**config.mk**
```make
export PLATFORM = sky130hd
export DESIGN_NAME = rtnh_div
export DESIGN_NICKNAME = d
export VERILOG_FILES = /design/src/rtnh_pkg.sv /design/src/rtnh_div.sv
export SDC_FILE = /design/constraint.sdc
export NUM_CORES = 2
export LEC_CHECK = 0
export BUFFER_PORTS_ARGS = -buffer_cell sky130_fd_sc_hd__buf_2
export CAP_MARGIN = 20
export CORE_MARGIN = 8
export CORE_UTILIZATION = 55
export CTS_CLUSTER_DIAMETER = 200
export DETAILED_ROUTE_END_ITERATION = 6
export GPL_TIMING_DRIVEN = 0
export MAX_ROUTING_LAYER = met4
export PLACE_DENSITY = 0.81
export SLEW_MARGIN = 0
export SYNTH_ARGS = -nofsm -noshare
export SYNTH_HDL_FRONTEND = slang
export SYNTH_SLANG_ARGS = --single-unit
```
**constraint.sdc**
```tcl
create_clock -name clk -period 7.2 [get_ports clk]
set_clock_uncertainty 0.1 [all_clocks]
set_input_delay 0.72 -clock clk [delete_from_list [all_inputs] [get_ports clk]]
set_output_delay 0.72 -clock clk [all_outputs]
set_load 0.05 [all_outputs]
```
**src/rtnh_pkg.sv**
```systemverilog
`default_nettype none
// ----------------------------------------------------------------------------
// rtnh_pkg
// shared types and constants of the ray/triangle nearest-hit core
// ----------------------------------------------------------------------------
package rtnh_pkg;

	localparam int CoordWidth = 32;
	localparam int FracBits   = 16;
	localparam int DistWidth  = 31;
	localparam int DiffWidth  = CoordWidth + 1;
	localparam int ProdWidth  = 2 * DiffWidth + 1;
	localparam int WideWidth  = 3 * DiffWidth + 4;
	localparam int AccWidth   = WideWidth + 2;
	localparam int NumWidth   = AccWidth + FracBits + 1;
	localparam int DivWidth   = NumWidth + 1;
	localparam int SplitWidth = DiffWidth + 1;
	localparam int CfgIdxWidth = 3;
	localparam int SlotWidth  = 4;

	localparam logic [DistWidth-1:0] DistMax = '1;

	localparam logic [CfgIdxWidth-1:0] RegOrgX = 3'd0;
	localparam logic [CfgIdxWidth-1:0] RegOrgY = 3'd1;
	localparam logic [CfgIdxWidth-1:0] RegOrgZ = 3'd2;
	localparam logic [CfgIdxWidth-1:0] RegDirX = 3'd3;
	localparam logic [CfgIdxWidth-1:0] RegDirY = 3'd4;
	localparam logic [CfgIdxWidth-1:0] RegDirZ = 3'd5;

	typedef struct packed {
		logic signed [CoordWidth-1:0] vertex_a_x;
		logic signed [CoordWidth-1:0] vertex_a_y;
		logic signed [CoordWidth-1:0] vertex_a_z;
		logic signed [CoordWidth-1:0] vertex_b_x;
		logic signed [CoordWidth-1:0] vertex_b_y;
		logic signed [CoordWidth-1:0] vertex_b_z;
		logic signed [CoordWidth-1:0] vertex_c_x;
		logic signed [CoordWidth-1:0] vertex_c_y;
		logic signed [CoordWidth-1:0] vertex_c_z;
		logic                         first_of_ray;
	} tri_word_t;

	typedef struct packed {
		logic                 improved;
		logic [DistWidth-1:0] nearest_distance;
		logic                 degenerate;
	} hit_word_t;

	typedef enum logic [3:0] {
		ST_IDLE, ST_CROSS, ST_DET, ST_DOT, ST_SIGN, ST_TEST, ST_DIV, ST_DONE
	} state_t;

	typedef struct packed {
		logic start;
		logic busy;
		logic done;
	} div_ctl_t;

endpackage
`default_nettype wire

```
**src/rtnh_div.sv**
```systemverilog
`default_nettype none
// ----------------------------------------------------------------------------
// rtnh_div
// restoring divider: one quotient bit a cycle, distance quotient of 31 bits
// ----------------------------------------------------------------------------
module rtnh_div import rtnh_pkg::*; (
	input  wire logic                 clk,
	input  wire logic                 arst_n,
	input  wire logic                 start,
	input  wire logic [NumWidth-1:0]  num,
	input  wire logic [AccWidth-1:0]  den,
	output div_ctl_t                  ctl,
	output logic     [DistWidth-1:0]  quo
);
	logic [DivWidth-1:0]  rem_q;
	logic [DivWidth-1:0]  den_q;
	logic [DistWidth-1:0] quo_q;
	logic [4:0]           bit_q;
	logic                 busy_q;
	logic                 done_q;
	logic [DivWidth-1:0]  trial;
	logic                 fits;

	// compare on the shifted remainder so an overflow of the shifted divisor never reaches the compare
	always_comb begin
		trial = den_q << bit_q;
		fits  = (rem_q >> bit_q) >= den_q;
	end

	always_ff @(posedge clk or negedge arst_n) begin
		if (!arst_n) begin
			busy_q <= 1'b0;
			done_q <= 1'b0;
			bit_q  <= '0;
		end else begin
			done_q <= 1'b0;
			if (start) begin
				busy_q <= 1'b1;
				bit_q  <= 5'(DistWidth - 1);
			end else if (busy_q) begin
				if (bit_q == 5'd0) begin
					busy_q <= 1'b0;
					done_q <= 1'b1;
				end else begin
					bit_q <= bit_q - 5'd1;
				end
			end
		end
	end

	always_ff @(posedge clk) begin
		if (start) begin
			rem_q <= DivWidth'(num);
			den_q <= DivWidth'(den);
			quo_q <= '0;
		end else if (busy_q && fits) begin
			rem_q        <= rem_q - trial;
			quo_q[bit_q] <= 1'b1;
		end
	end

	assign ctl.start = start;
	assign ctl.busy  = busy_q;
	assign ctl.done  = done_q;
	assign quo       = quo_q;

	as_done_after_busy: assert property (@(posedge clk) disable iff (!arst_n)
		done_q |-> $past(busy_q)) else $error("divider done without work");
	as_no_overlap: assert property (@(posedge clk) disable iff (!arst_n)
		done_q |-> !busy_q) else $error("divider busy and done together");
	as_start_idle: assert property (@(posedge clk) disable iff (!arst_n)
		start |-> !busy_q) else $error("divider restarted while busy");
endmodule
`default_nettype wire

```
== Yosys cells after proc, flatten, opt, wreduce, memory -nomap -nowiden ==
Index checks and enable logic that the tools add are counted.
Operators by class
  add/subtract/negate cells: 2
  magnitude comparators: 3
  equality and inequality tests: 1
  shift-type cells: 2
  mux-type cells: 13
  bitwise gates (word level): 1
  reductions and logical operators: 6
Operators with widths (number)
  2-to-1 mux 122 bit: 2
  greater-or-equal comparator 123 x 105 -> 1 bit: 1
  left shift 105 x 5 -> 123 bit: 1
  >> shifter 123 x 5 -> 123 bit: 1
  subtractor 123 bit: 1
  bitwise OR 31 bit: 1
  2-to-1 mux 5 bit: 3
  2-to-1 mux 1 bit: 7
  < comparator 5 x 6 -> 1 bit (second input constant): 1
  demux 1 bit (select 5 bit): 1
  greater-or-equal comparator 5 x 1 -> 1 bit (second input constant): 1
  logical NOT 5 bit: 1
  subtractor 5 x 1 -> 5 bit (second input constant): 1
  nonzero test 2 bit: 2
  logical AND 1 bit: 2
  != test 2 bit (second input constant): 1
  AND reduction 2 bit: 1
Storage, ports and cells
  bits in registers: 266
  output and inout bits: 34
  logic and storage cells: 35

== Longest topological paths before layout ==
  word-level depth: 5
  mapped depth: 30
  gate-level depth less buffers: 24

== Least setup slack after synthesis ==
Ideal clock, no wire load.
  kind: register to register
  start point: register bit_q[1]
  end point: register rem_q[0] (enable)
  library setup time: 0.429 ns
  arrival time: 6.617 ns
  required time: 6.671 ns
  slack: 0.054 ns
  cell stages (with the launch flop): 23
  path buffers: 6
  cells stage by stage: dfrtp_1 > clkbuf_1 > buf_1 > buf_2 > buf_1 > buf_1 > clkbuf_1 > mux4_2 > mux2i_1 > nand2_1 > o21ai_0 > mux2i_1 > ha_1 > nand4_1 > or2_2 > nor3_1 > nand2_1 > nor4_1 > nand3_1 > a31oi_1 > nor3_1 > o211ai_1 > or2_2
On the way
  word-level cells in the longest chain between the ends: 4
RTL lines
  start: declaration: line rtnh_div.sv:18  | logic [4:0] bit_q;
  start signal: assignment: line rtnh_div.sv:39  | bit_q <= 5'(DistWidth - 1);
  start signal: assignment: line rtnh_div.sv:45  | bit_q <= bit_q - 5'd1;
  >> shifter 123 x 5 -> 123 bit: line rtnh_div.sv:27  | fits = (rem_q >> bit_q) >= den_q;
  greater-or-equal comparator 123 x 105 -> 1 bit: line rtnh_div.sv:27
  logical AND 1 bit: line rtnh_div.sv:56  | end else if (busy_q && fits) begin
  nonzero test 2 bit (no line)
  end signal: assignment: line rtnh_div.sv:53  | rem_q <= DivWidth'(num);
  end signal: assignment: line rtnh_div.sv:57  | rem_q <= rem_q - trial;
  end: declaration: line rtnh_div.sv:15  | logic [DivWidth-1:0] rem_q;
No other way between the ends.
A chain may end at the register's enable or synchronous reset.

== Worst setup path after layout ==
  start point: register bit_q[3]
  end point: register rem_q[7] (enable)
The elaborated chain is that of the path after synthesis.

==> run metrics <==
status=complete, but fails checks; failing checks=design-rule violations, negative setup slack; GP Congestion=~1.2; FF+latch area=between 7000 and 8000 um^2; largest net degree at the start of global routing=between 70 and 80; most frequent cells in the layout=nand2_1 (810), nor2_1 (357), o21ai_0 (336); hold slack=0.165 ns; clk slew on worst S/H paths=0.07 ns; period utilization=100%; FMAX=around 0.14 GHz; crit end category=flip-flop; setup tns final=-0.00313 ns; input/output buffers=roughly 260; total global routing overflow=0; Final setup viols=4; Routed Antenna Nets=0; Die Y=257 um; chip width=257 um; CP max FO=64; clock sink count=266; CTS Root Cell=clkbuf_16; Final Net Count=4686; initial antenna violation count=3; share of layout cells above drive strength 1=18.4%; maximum root-to-sink buffer count=3; worst vdd ir=272 uV; synth unique cells=92; Arrival @ worst endpoint=7.40 ns; Mean Syn Cell Area=roughly 8 um^2; # rows=88; final setup margin=-0.00127 ns; CTS H-tree lvls=1; Pleak=approximately 16 nW; CORE AREA=~58000 um^2; CTS tree=built; initial core utilization=55.5%; Tmin final=7.20 ns; #FFs+latches synth=266; first-pass GRT wire length=223000 um; # IOs=264; DR iter-0 viols=4912; first-pass detailed-route iteration total=7; maxcap violations=0; endpoints failing hold=0; Pwr Total=11.4 mW; Synth Instances=3896; final slew viol count=0; total CTS buffers=31; Async S/R FF share, synth=under 10%; multi-input logic area=23500 um^2; Top FF cell, synth=edfxtp_1; Placement Setup Slack=-2.64 ns; Total GRT Usage=46.7%; crit path kind=flip-flop to flip-flop; WP data required=7.40 ns; post-synthesis sequential area ratio=a little under a quarter; Worst-Margin Slew=between 1 and 1.5 ns; Routed wire per std cell=between 30 and 40 um; pwr dens=between 300 and 400 nW/um^2; via density per instance=6.93; most common cell after layout, fill and taps aside=nand2_1; area delta synth->final=14.6%; Netlist Area Pre-Place=between 30000 and 40000 um^2; final-layout fill cell count=5161; Post-synth EDFFs=227; vias in the first global route=33100; worst-skew pair later-pin latency=~0.65 ns; Yosys warning total=0; via count=34800; Routed WL=157000 um; # DRC=3; DP HPWL=approximately 130000 um; Syn Nets=4358; worst min-delay path category=input pin to flip-flop; worst rel slew slack=14.9%; die footprint=about 66000 um^2; startpoint types=flip-flop
==> power by group <==
group	switching [mW]	internal, mW	leakage, nW
Clock	0.732	0.945	0.498
Combinational	4.71	2.69	12.7
Sequential	0.366	2.00	2.57
Total	5.80	5.64	15.8
==> sequential cells by signal, indices dropped and copies added (netlist names) <==
name    flops
done_q      1
quo        31
rem_q     123
bit_q       5
den_q     105
busy_q      1
==> per-stage QoR <==
stage	instances	utilization [%]	instance area, um^2
4_1_cts	4996	62.7	36200
3_3_place_gp	4924	59.5	34300
5_1_grt	5015	63.6	36700
3_5_place_dp	4942	60.0	34600
2_1_floorplan	3896	-	32000
6_report	5016	63.6	36700
==> worst max-delay path, cell delays in order (launching register included) <==
cell	delay, ns
dfrtp_1	0.33
clkbuf_1	0.33
clkbuf_2	0.35
clkbuf_2	0.41
clkbuf_1	0.42
buf_1	0.73
nand2_1	0.26
o21ai_0	0.39
mux2i_1	0.21
ha_1	0.25
a21o_1	0.15
a21o_1	0.17
a21oi_1	0.12
o21ai_0	0.19
a221oi_1	0.32
o21ai_0	0.16
nand3_1	0.13
a31oi_1	0.15
nor3_1	0.53
o211ai_1	0.22
or2_4	0.31
buf_16	0.20
buf_16	0.25
==> synthesized netlist by cell type, types with 66 or more instances <==
library cell  instances  share of area [%]
xnor2_1              69                1.9
edfxtp_1            227                 21
nand2_1             810                9.5
nor2_1              358                4.2
a31oi_1              66                1.3
mux4_2              191                 13
a21o_1              116                2.7
inv_1               132                1.5
a21oi_1             290                4.5
mux2i_1             242                7.6
clkbuf_1            183                2.1
o21ai_0             361                5.6
ha_1                231                9.0
==> final timing paths <==
| kind | cells after the start | slack, ns | startpoint | to |
|---|---|---|---|---|
| setup / recovery | 22 | -0.001 | bit_q[3] | rem_q[7] |
| hold / removal | 1 | 0.16 | den[25] | den_q[25] |
| setup reg to reg | 22 | -0.001 | bit_q[3] | rem_q[7] |
| hold reg to reg | 2 | 0.36 | quo[30] | quo[30] |
| max in group asynchronous | 2 | 6.41 | arst_n | bit_q[1] |
| min in group asynchronous | 2 | 0.42 | arst_n | busy_q |
==> area by class of cell <==
cell class              instances  area share (%)
repair buffers                300            4.82
diodes                          4          0.0273
multi-input cells            3224            63.9
well taps                     765            2.61
inverters                     136            1.41
flip-flops and latches        266            20.8
clock buffers                  33            2.16
plain buffers                 265            3.58
clock inverters                23           0.695
==> metal layers <==
metal  wire length [um]  share of wire (%)  vias up  track usage (%)
met3              20200                 13      827             13.8
met5                  0                  0        -                -
met2              67200                 43     2724             69.5
met1              52900                 34    16400             52.5
met4              16500                 11        0             36.2
li1                   -                  -    14900                -
==> cells by family (layout without fill, tap and decap cells) <==
| kind of cell | Yosys count | count (layout) | synth area share [%] |
|---|---|---|---|
| DFF | 266 | 266 | 23.8 |
| and+or+nand+nor | 1416 | 1416 | 18.5 |
| other | 0 | 4 | 0 |
| buffers and inverters | 406 | 757 | 4.92 |
| muxes | 449 | 449 | 21.5 |
| adders and majority gates | 232 | 232 | 9.08 |
| xor gates and xnor gates | 120 | 120 | 3.28 |
| AOI/OAI and AO/OA | 1007 | 1007 | 18.8 |
==> repair_timing <==
| action | 4_1_cts | 5_1_grt |
|---|---|---|
| resized for setup | 187 | 125 |
| endpoints found under the setup margin | 259 | 178 |
| hold endpoints to repair | 7 | 0 |
| hold buffers | 1 | 0 |
| setup buffers | 2 | 13 |
| pin swaps | 3 | 11 |
No activity file was read; power rests on OpenSTA's default activity.
